`src/hdl/rzag_pkg.sv`:
```
`timescale 1ns / 1ps

package rzag_pkg;

	localparam int ACC_W      = 32;
	localparam int POS_W      = 10;
	localparam int STEP_W     = 12;
	localparam int SIZE_W     = 11;
	localparam int CFG_W      = 12;
	localparam int IDX_W      = 3;
	// remainder bits resolved per cycle in the wrap unit
	localparam int WRAP_STEPS = 8;

	typedef struct packed {
		logic [POS_W-1:0] col;
		logic [POS_W-1:0] row;
		logic [ACC_W-1:0] acc_u;
		logic [ACC_W-1:0] acc_v;
		logic             row_end;
		logic             frame_end;
	} pix_t;

endpackage

```
`src/hdl/rotozoom_texture_address_gen.sv`:
```
// The floor-modulo wrap unit resolves 8 remainder bits per cycle and works on one pixel
//   at a time, popping the next pixel from the queue only as the current one finishes.
// A two-entry queue decouples the accumulator walk from the wrap unit.
// Reset (arst_n low): walk state cleared, registers to defaults, no clearing pass.
`timescale 1ns / 1ps

module rotozoom_texture_address_gen #(
	parameter int MAX_DIM   = 1024,
	parameter int FRAC_BITS = 8
) (
	input  logic                           clk,
	input  logic                           arst_n,
	input  logic                           cfg_we,
	input  logic [rzag_pkg::IDX_W-1:0]     cfg_index,
	input  logic [rzag_pkg::CFG_W-1:0]     cfg_data,
	input  logic                           in_valid,
	output logic                           in_ready,
	input  logic                           frame_start,
	output logic                           out_valid,
	input  logic                           out_ready,
	output logic [rzag_pkg::POS_W-1:0]     out_col,
	output logic [rzag_pkg::POS_W-1:0]     out_row,
	output logic [rzag_pkg::POS_W-1:0]     tex_col,
	output logic [rzag_pkg::POS_W-1:0]     tex_row,
	output logic                           row_end,
	output logic                           frame_end
);

	localparam int STEP_W = rzag_pkg::STEP_W;
	localparam int SIZE_W = rzag_pkg::SIZE_W;
	localparam int IDX_W  = rzag_pkg::IDX_W;

	localparam logic [IDX_W-1:0] REG_STEP_U     = 3'd0;
	localparam logic [IDX_W-1:0] REG_STEP_V     = 3'd1;
	localparam logic [IDX_W-1:0] REG_TEX_WIDTH  = 3'd2;
	localparam logic [IDX_W-1:0] REG_TEX_HEIGHT = 3'd3;
	localparam logic [IDX_W-1:0] REG_SCR_WIDTH  = 3'd4;
	localparam logic [IDX_W-1:0] REG_SCR_HEIGHT = 3'd5;

	logic [STEP_W-1:0] step_u_q, step_v_q;
	logic [SIZE_W-1:0] tex_w_q, tex_h_q, scr_w_q, scr_h_q;

	logic           q_push, q_pop, q_full, q_empty;
	rzag_pkg::pix_t q_in, q_out;

	always_ff @(posedge clk or negedge arst_n) begin
		if (!arst_n) begin
			step_u_q <= 12'd256;
			step_v_q <= 12'd0;
			tex_w_q  <= 11'd80;
			tex_h_q  <= 11'd24;
			scr_w_q  <= 11'd80;
			scr_h_q  <= 11'd24;
		end else if (cfg_we) begin
			case (cfg_index)
				REG_STEP_U:     step_u_q <= cfg_data[STEP_W-1:0];
				REG_STEP_V:     step_v_q <= cfg_data[STEP_W-1:0];
				REG_TEX_WIDTH:  tex_w_q  <= cfg_data[SIZE_W-1:0];
				REG_TEX_HEIGHT: tex_h_q  <= cfg_data[SIZE_W-1:0];
				REG_SCR_WIDTH:  scr_w_q  <= cfg_data[SIZE_W-1:0];
				REG_SCR_HEIGHT: scr_h_q  <= cfg_data[SIZE_W-1:0];
				default: ;
			endcase
		end
	end

	rzag_front #(
		.MAX_DIM(MAX_DIM)
	) u_front (
		.clk          (clk),
		.arst_n       (arst_n),
		.in_valid     (in_valid),
		.in_ready     (in_ready),
		.frame_start  (frame_start),
		.step_u       (step_u_q),
		.step_v       (step_v_q),
		.screen_width (scr_w_q),
		.screen_height(scr_h_q),
		.q_full       (q_full),
		.q_push       (q_push),
		.q_entry      (q_in)
	);

	rzag_queue u_queue (
		.clk      (clk),
		.arst_n   (arst_n),
		.push     (q_push),
		.entry_in (q_in),
		.full     (q_full),
		.pop      (q_pop),
		.empty    (q_empty),
		.entry_out(q_out)
	);

	rzag_wrap #(
		.MAX_DIM  (MAX_DIM),
		.FRAC_BITS(FRAC_BITS)
	) u_wrap (
		.clk           (clk),
		.arst_n        (arst_n),
		.q_empty       (q_empty),
		.q_pop         (q_pop),
		.q_entry       (q_out),
		.texture_width (tex_w_q),
		.texture_height(tex_h_q),
		.out_valid     (out_valid),
		.out_ready     (out_ready),
		.out_col       (out_col),
		.out_row       (out_row),
		.tex_col       (tex_col),
		.tex_row       (tex_row),
		.row_end       (row_end),
		.frame_end     (frame_end)
	);

endmodule

```
`src/hdl/rzag_front.sv`:
```
`timescale 1ns / 1ps

module rzag_front #(
	parameter int MAX_DIM = 1024
) (
	input  logic                              clk,
	input  logic                              arst_n,
	input  logic                              in_valid,
	output logic                              in_ready,
	input  logic                              frame_start,
	input  logic [rzag_pkg::STEP_W-1:0]       step_u,
	input  logic [rzag_pkg::STEP_W-1:0]       step_v,
	input  logic [rzag_pkg::SIZE_W-1:0]       screen_width,
	input  logic [rzag_pkg::SIZE_W-1:0]       screen_height,
	input  logic                              q_full,
	output logic                              q_push,
	output rzag_pkg::pix_t                    q_entry
);

	localparam int ACC_W = rzag_pkg::ACC_W;
	localparam int POS_W = rzag_pkg::POS_W;
	localparam int MW    = $clog2(MAX_DIM + 1);
	localparam int EW    = (MW > rzag_pkg::SIZE_W) ? MW : rzag_pkg::SIZE_W;
	localparam int CW    = (MW > POS_W) ? MW : POS_W;

	logic [ACC_W-1:0] acc_u_q, acc_v_q, rs_u_q, rs_v_q;
	logic [POS_W-1:0] col_q, row_q;

	logic [ACC_W-1:0] su, sv, base_u, base_v, rsb_u, rsb_v, nxt_u, nxt_v;
	logic [ACC_W-1:0] rs_nu, rs_nv;
	logic [POS_W-1:0] col, row;
	logic [EW-1:0]    sw_ext, sh_ext;
	logic [MW-1:0]    sw_eff, sh_eff;
	logic             rend, fend, accept;

	always_comb begin
		sw_ext = EW'(screen_width);
		sh_ext = EW'(screen_height);
		if (sw_ext == '0) begin
			sw_eff = MW'(1);
		end else if (sw_ext > EW'(MAX_DIM)) begin
			sw_eff = MW'(MAX_DIM);
		end else begin
			sw_eff = MW'(sw_ext);
		end
		if (sh_ext == '0) begin
			sh_eff = MW'(1);
		end else if (sh_ext > EW'(MAX_DIM)) begin
			sh_eff = MW'(MAX_DIM);
		end else begin
			sh_eff = MW'(sh_ext);
		end
	end

	always_comb begin
		su     = {{(ACC_W-rzag_pkg::STEP_W){step_u[rzag_pkg::STEP_W-1]}}, step_u};
		sv     = {{(ACC_W-rzag_pkg::STEP_W){step_v[rzag_pkg::STEP_W-1]}}, step_v};
		base_u = frame_start ? '0 : acc_u_q;
		base_v = frame_start ? '0 : acc_v_q;
		rsb_u  = frame_start ? '0 : rs_u_q;
		rsb_v  = frame_start ? '0 : rs_v_q;
		col    = frame_start ? '0 : col_q;
		row    = frame_start ? '0 : row_q;
		nxt_u  = base_u + su;
		nxt_v  = base_v + sv;
		// next row starts one perpendicular step further
		rs_nu  = rsb_u - sv;
		rs_nv  = rsb_v + su;
		rend   = CW'(col) >= (CW'(sw_eff) - CW'(1));
		fend   = rend && (CW'(row) >= (CW'(sh_eff) - CW'(1)));
	end

	assign in_ready = !q_full;
	assign accept   = in_valid && !q_full;
	assign q_push   = accept;

	always_comb begin
		q_entry.col       = col;
		q_entry.row       = row;
		q_entry.acc_u     = nxt_u;
		q_entry.acc_v     = nxt_v;
		q_entry.row_end   = rend;
		q_entry.frame_end = fend;
	end

	always_ff @(posedge clk or negedge arst_n) begin
		if (!arst_n) begin
			acc_u_q <= '0;
			acc_v_q <= '0;
			rs_u_q  <= '0;
			rs_v_q  <= '0;
			col_q   <= '0;
			row_q   <= '0;
		end else if (accept) begin
			if (fend) begin
				acc_u_q <= '0;
				acc_v_q <= '0;
				rs_u_q  <= '0;
				rs_v_q  <= '0;
				col_q   <= '0;
				row_q   <= '0;
			end else if (rend) begin
				acc_u_q <= rs_nu;
				acc_v_q <= rs_nv;
				rs_u_q  <= rs_nu;
				rs_v_q  <= rs_nv;
				col_q   <= '0;
				row_q   <= row + POS_W'(1);
			end else begin
				acc_u_q <= nxt_u;
				acc_v_q <= nxt_v;
				rs_u_q  <= rsb_u;
				rs_v_q  <= rsb_v;
				col_q   <= col + POS_W'(1);
				row_q   <= row;
			end
		end
	end

endmodule

```
`src/hdl/rzag_queue.sv`:
```
`timescale 1ns / 1ps

module rzag_queue (
	input  logic           clk,
	input  logic           arst_n,
	input  logic           push,
	input  rzag_pkg::pix_t entry_in,
	output logic           full,
	input  logic           pop,
	output logic           empty,
	output rzag_pkg::pix_t entry_out
);

	localparam int DEPTH = 2;

	rzag_pkg::pix_t ent_q [DEPTH];
	logic           wr_q, rd_q;
	logic [1:0]     count_q;

	assign full      = (count_q == 2'(DEPTH));
	assign empty     = (count_q == '0);
	assign entry_out = ent_q[rd_q];

	always_ff @(posedge clk) begin
		if (push) begin
			ent_q[wr_q] <= entry_in;
		end
	end

	always_ff @(posedge clk or negedge arst_n) begin
		if (!arst_n) begin
			wr_q    <= 1'b0;
			rd_q    <= 1'b0;
			count_q <= '0;
		end else begin
			if (push) begin
				wr_q <= !wr_q;
			end
			if (pop) begin
				rd_q <= !rd_q;
			end
			if (push && !pop) begin
				count_q <= count_q + 2'd1;
			end else if (pop && !push) begin
				count_q <= count_q - 2'd1;
			end
		end
	end

	a_count_bound: assert property (@(posedge clk) disable iff (!arst_n)
		count_q <= 2'(DEPTH))
		else $error("queue count above depth");

	a_count_up: assert property (@(posedge clk) disable iff (!arst_n)
		push && !pop |=> count_q == $past(count_q) + 2'd1)
		else $error("queue count missed a request");

	a_count_down: assert property (@(posedge clk) disable iff (!arst_n)
		pop && !push |=> count_q == $past(count_q) - 2'd1)
		else $error("queue count missed a pop");

endmodule

```
`src/hdl/rzag_wrap.sv`:
```
`timescale 1ns / 1ps

module rzag_wrap #(
	parameter int MAX_DIM   = 1024,
	parameter int FRAC_BITS = 8
) (
	input  logic                          clk,
	input  logic                          arst_n,
	input  logic                          q_empty,
	output logic                          q_pop,
	input  rzag_pkg::pix_t                q_entry,
	input  logic [rzag_pkg::SIZE_W-1:0]   texture_width,
	input  logic [rzag_pkg::SIZE_W-1:0]   texture_height,
	output logic                          out_valid,
	input  logic                          out_ready,
	output logic [rzag_pkg::POS_W-1:0]    out_col,
	output logic [rzag_pkg::POS_W-1:0]    out_row,
	output logic [rzag_pkg::POS_W-1:0]    tex_col,
	output logic [rzag_pkg::POS_W-1:0]    tex_row,
	output logic                          row_end,
	output logic                          frame_end
);

	localparam int ACC_W  = rzag_pkg::ACC_W;
	localparam int POS_W  = rzag_pkg::POS_W;
	localparam int STEPS  = rzag_pkg::WRAP_STEPS;
	localparam int QW     = ACC_W - FRAC_BITS;
	localparam int NB_RAW = QW - 1;
	localparam int NCYC   = (NB_RAW + STEPS - 1) / STEPS;
	localparam int NB     = NCYC * STEPS;
	localparam int CNT_W  = $clog2(NCYC + 1);
	localparam int MW     = $clog2(MAX_DIM + 1);
	localparam int EW     = (MW > rzag_pkg::SIZE_W) ? MW : rzag_pkg::SIZE_W;

	// one restoring step per bit: r = (2r + b) mod m, r stays below m
	function automatic logic [MW-1:0] mod_steps(input logic [MW-1:0] r,
		input logic [STEPS-1:0] bits, input logic [MW-1:0] m);
		logic [MW:0]   t;
		logic [MW-1:0] acc;
		acc = r;
		for (int i = 0; i < STEPS; i++) begin
			t = {acc, bits[STEPS-1-i]};
			if (t >= {1'b0, m}) begin
				t = t - {1'b0, m};
			end
			acc = t[MW-1:0];
		end
		return acc;
	endfunction

	logic                busy_q;
	logic [CNT_W-1:0]    cnt_q;
	logic [NB-1:0]       shu_q, shv_q;
	logic [MW-1:0]       ru_q, rv_q;
	logic [POS_W-1:0]    col_q, row_q;
	logic                rend_q, fend_q;

	logic [EW-1:0]       tw_ext, th_ext;
	logic [MW-1:0]       mu, mv, ru_n, rv_n;
	logic signed [QW-1:0] qu, qv;
	logic                last, finish;

	always_comb begin
		tw_ext = EW'(texture_width);
		th_ext = EW'(texture_height);
		if (tw_ext == '0) begin
			mu = MW'(1);
		end else if (tw_ext > EW'(MAX_DIM)) begin
			mu = MW'(MAX_DIM);
		end else begin
			mu = MW'(tw_ext);
		end
		if (th_ext == '0) begin
			mv = MW'(1);
		end else if (th_ext > EW'(MAX_DIM)) begin
			mv = MW'(MAX_DIM);
		end else begin
			mv = MW'(th_ext);
		end
	end

	// integer part by arithmetic shift (floor); sign bit seeds the remainder
	assign qu = q_entry.acc_u[ACC_W-1:FRAC_BITS];
	assign qv = q_entry.acc_v[ACC_W-1:FRAC_BITS];

	assign ru_n   = mod_steps(ru_q, shu_q[NB-1 -: STEPS], mu);
	assign rv_n   = mod_steps(rv_q, shv_q[NB-1 -: STEPS], mv);
	assign last   = (cnt_q == CNT_W'(NCYC));
	assign finish = busy_q && last && (!out_valid || out_ready);
	assign q_pop  = !q_empty && (!busy_q || finish);

	always_ff @(posedge clk) begin
		if (q_pop) begin
			shu_q  <= NB'(qu);
			shv_q  <= NB'(qv);
			ru_q   <= q_entry.acc_u[ACC_W-1] ? (mu - MW'(1)) : '0;
			rv_q   <= q_entry.acc_v[ACC_W-1] ? (mv - MW'(1)) : '0;
			col_q  <= q_entry.col;
			row_q  <= q_entry.row;
			rend_q <= q_entry.row_end;
			fend_q <= q_entry.frame_end;
		end else if (busy_q && !last) begin
			shu_q <= shu_q << STEPS;
			shv_q <= shv_q << STEPS;
			ru_q  <= ru_n;
			rv_q  <= rv_n;
		end
		if (finish) begin
			out_col   <= col_q;
			out_row   <= row_q;
			tex_col   <= POS_W'(ru_q);
			tex_row   <= POS_W'(rv_q);
			row_end   <= rend_q;
			frame_end <= fend_q;
		end
	end

	always_ff @(posedge clk or negedge arst_n) begin
		if (!arst_n) begin
			busy_q    <= 1'b0;
			cnt_q     <= '0;
			out_valid <= 1'b0;
		end else begin
			if (q_pop) begin
				busy_q <= 1'b1;
				cnt_q  <= '0;
			end else begin
				if (finish) begin
					busy_q <= 1'b0;
				end
				if (busy_q && !last) begin
					cnt_q <= cnt_q + CNT_W'(1);
				end
			end
			if (finish) begin
				out_valid <= 1'b1;
			end else if (out_ready) begin
				out_valid <= 1'b0;
			end
		end
	end

	a_rem_range: assert property (@(posedge clk) disable iff (!arst_n)
		busy_q |-> (ru_q < mu) && (rv_q < mv))
		else $error("wrap remainder out of range");

	a_cnt_range: assert property (@(posedge clk) disable iff (!arst_n)
		busy_q |-> cnt_q <= CNT_W'(NCYC))
		else $error("wrap step count overran");

	a_finish_out: assert property (@(posedge clk) disable iff (!arst_n)
		finish |=> out_valid && (tex_col == POS_W'($past(ru_q))))
		else $error("finished pixel not presented");

endmodule
```
`config.mk`:
```
export PLATFORM = sky130hd
export DESIGN_NAME = rotozoom_texture_address_gen
export DESIGN_NICKNAME = d
export VERILOG_FILES = /design/src/hdl/rzag_pkg.sv /design/src/hdl/rotozoom_texture_address_gen.sv /design/src/hdl/rzag_front.sv /design/src/hdl/rzag_queue.sv /design/src/hdl/rzag_wrap.sv
export SDC_FILE = /design/constraint.sdc
export NUM_CORES = 2
export LEC_CHECK = 0
export BUFFER_PORTS_ARGS = -buffer_cell sky130_fd_sc_hd__buf_2
export CELL_PAD_IN_SITES_DETAIL_PLACEMENT = 1
export CELL_PAD_IN_SITES_GLOBAL_PLACEMENT = 1
export CORE_MARGIN = 5
export CORE_UTILIZATION = 46
export CTS_CLUSTER_DIAMETER = 150
export CTS_CLUSTER_SIZE = 20
export DETAILED_ROUTE_END_ITERATION = 6
export GPL_ROUTABILITY_DRIVEN = 0
export PLACE_DENSITY = 0.86
export SYNTH_ARGS = -nofsm -noshare
export SYNTH_HDL_FRONTEND = slang
export SYNTH_SLANG_ARGS = --single-unit
```
`constraint.sdc`:
```
create_clock -name clk -period 18.5 [get_ports clk]
set_input_delay 0.925 -clock clk [delete_from_list [all_inputs] [get_ports clk]]
set_output_delay 0.925 -clock clk [all_outputs]
set_load 0.01 [all_outputs]
```
==> results.py <==
metrics = {
    "setup_path": {
        "critical_path.max_fanout": 9,
        "timing.critical_path.buf_inv": 6,
        "worst_ep_arrival_time_ps": 20500,
        "endpoint_kind": "register",
        "r2r_slack_ps": -1620,
        "crit_path_frequent_cell": "a21oi_2",
        "required_ps": 18880,
        "crit_slowest_cell": "or3_4",
        "ff2ff_path_depth": 92,
        "crit_end": "u_wrap.ru_q[8]",
        "path_depth": 92,
        "cp-startpoint": "tex_w_q[1]",
        "r2r_start": "tex_w_q[1]",
        "cp_top_family": "compound AO/OA/AOI/OAI gates",
        "reg2reg_to": "u_wrap.ru_q[8]",
        "critPathMaxStageDelay_ps": 480,
        "worstSetupPathType": "reg -> reg",
        "crit_path_start_kind": "register",
    },
    "cells_and_area": {
        "fin_area_sq_um": 42000,
        "fin_nets": 4443,
        "syn2layout_area_growth_pct": 14.6,
        "layout-drive-gt1-share_pct": 18.1,
    },
    "route": {
        "via_per_inst": 6.49,
        "drcViolationCount": 0,
        "dr_total_vias": 33400,
        "drt_wl_total_mm": 135,
        "dr.pass1.iters": 6,
        "antenna_left": 0,
        "wire_per_inst_um": 26.3,
        "drtIter0Drc": 2769,
    },
    "place": {
        "portBuffers": 64,
        "dpl_cell_area_sq_um": 39200,
        "dp_hpwl_mm": 82.3,
    },
    "sta": {
        "fmaxAchievable_ghz": 0.0497,
        "worst_slew_margin_rel_pct": 19.6,
        "tightestPinTransition_ps": 1210,
        "setup_viol": 22,
        "grt_setup_unrepaired": "yes",
        "finalWorstSetupSlack_ps": -1620,
        "hold_violations": 0,
        "period_needed_ps": 20120,
        "period_share_pct": 109,
        "whs_ps": 348,
        "fin_skew_ps": 25.5,
        "drv_slew": 0,
    },
    "status": {
        "status": "complete, but fails checks",
        "violations": "setup timing",
    },
    "clocking": {
        "postCtsHoldBufs": 0,
        "cts_tree": "built",
        "cts_sinks": 498,
        "root_buffer": "clkbuf_16",
        "clkLatencyLatePin_ps": 630,
        "htreeDepth": 1,
        "cts_buffer_depth": 3,
        "path_clk_slew_ps": 100,
        "numCtsBuffers": 29,
    },
    "global_routing": {
        "grt_overflow": 0,
        "grt_usage_pct": 26.4,
        "grt_max_degree": 92,
        "grt_pass1_wl_mm": 185,
        "grt_pass1_vias": 33700,
        "antenna_found_initial": 2,
    },
    "min_path": {
        "hold_path_class": "in -> async",
    },
    "synthesis": {
        "synth.most_common_cell": "nor2_1",
        "synth-seq-cells": 498,
        "ys_warn_count": 0,
        "async_flop_share_pct": 45.0,
        "syn-instance-count": 3855,
        "avgSynthCellArea_sq_um": 9.51,
        "ys.flop_type": "edfxtp_1",
        "netlist_area_sq_um": 36700,
        "synth_common_cells": "362 x nor2_1, 328 x ha_1, 318 x nand2_1",
        "synth_top_area_cell": "edfxtp_1",
        "ys_seq_area_share_pct": 37.7,
        "synth_area_leaders": "edfxtp_1 22%, dfrtp_1 15%, ha_1 11%",
        "synth_top_area_share_pct": 22.4,
        "yosysUniqueCellTypes": 94,
        "synth_edf_count": 274,
        "syn_nets": 4224,
    },
    "floorplanning": {
        "fp-row-count": 103,
        "start_util_pct": 46.4,
        "dieArea_sq_um": 85500,
        "die_w_um": 292,
        "core_sq_um": 79000,
        "io_pins": 65,
        "die_y_um": 292,
    },
    "flow_run": {
        "max_cap_viol_count": 0,
    },
}
[state kept, by name, summed over array words and instances, names as in the netlist, 24 cells and up]
register and cells:
u_wrap.shv_q 24, u_front.rs_v_q 32, u_front.rs_u_q 32, u_queue.ent_q 140
u_front.acc_u_q 32, u_wrap.shu_q 24, u_front.acc_v_q 32
[worst min path at each step]
stage / depth (start not counted) / end / start
6_report: 1 / u_front.rs_u_q[12] / arst_n
3_5_place_dp: 0 / u_wrap.row_end / u_wrap.rend_q
2_1_floorplan: 0 / u_wrap.frame_end / u_wrap.fend_q
4_1_cts: 1 / u_front.rs_u_q[12] / arst_n
5_1_grt: 1 / u_front.rs_u_q[12] / arst_n
3_3_place_gp: 0 / u_wrap.out_col[2] / u_wrap.col_q[2]
[cell usage in the layout, fill, tap and decap left out, drive strengths merged, types with 43 or more instances in the layout]
cell	instances
a21o	102
a21oi	231
buf	308
clkbuf	51
dfrtp	215
edfxtp	274
ha	328
inv	147
mux2	156
mux2i	101
nand2	318
nand2b	62
nand3	63
nand4	43
nor2	363
nor2b	199
nor3	65
o21ai	308
xnor2	169
xor2	78
[kinds of logic (layout without fill, tap and decap cells)]
family / after synthesis / count (layout) / share of synthesized area (%)
multiplexers: 256 / 257 / 7.55
AO/OA/AOI/OAI: 988 / 988 / 17.2
flip-flops: 498 / 498 / 37.7
other: 0 / 1 / 0
XOR/XNOR: 247 / 247 / 5.90
buffers and inverters: 272 / 511 / 2.84
AND/OR/NAND/NOR: 1246 / 1247 / 16.4
adder cells (fa/ha/maj): 348 / 348 / 12.3
[per-stage QoR]
step,cells,utilization [%],setup slack [ps],setup TNS [ps]
2_1_floorplan,3855,-,5.92,0
3_3_place_gp,4970,49.6,91.6,0
3_5_place_dp,4970,49.6,-889,-17350
4_1_cts,5063,51.5,-7.23,-7.23
5_1_grt,5146,53.2,-1990,-29740
6_report,5147,53.2,-1620,-22010
[metal layers]
metal	share of wire, %	vias up	wire (um)	GRT usage, %
li1	-	14500	-	-
met1	39	16600	52800	34.0
met2	47	1684	64200	45.6
met3	7.0	673	9470	3.88
met4	6.6	0	8980	9.50
met5	0	-	0	0
[area by class of cell]
type	count	area [sq um]
tap	1050	1310
multi-input combinational	3087	23200
timing repair buffer	309	2250
inverter	149	563
clock inverter	3	30.0
sequential	498	13900
clock buffer	50	805
antenna	1	2.50
fill	8818	37000
[repair_timing]
item	CTS	global route
pin swaps	30	119
setup buffers	38	79
gates cloned	2	4
setup endpoints to repair	22	22
gates resized for setup	59	151
Power is not shown: default switching activity piles up to over one toggle a cycle in this logic, so the estimate is an artifact.
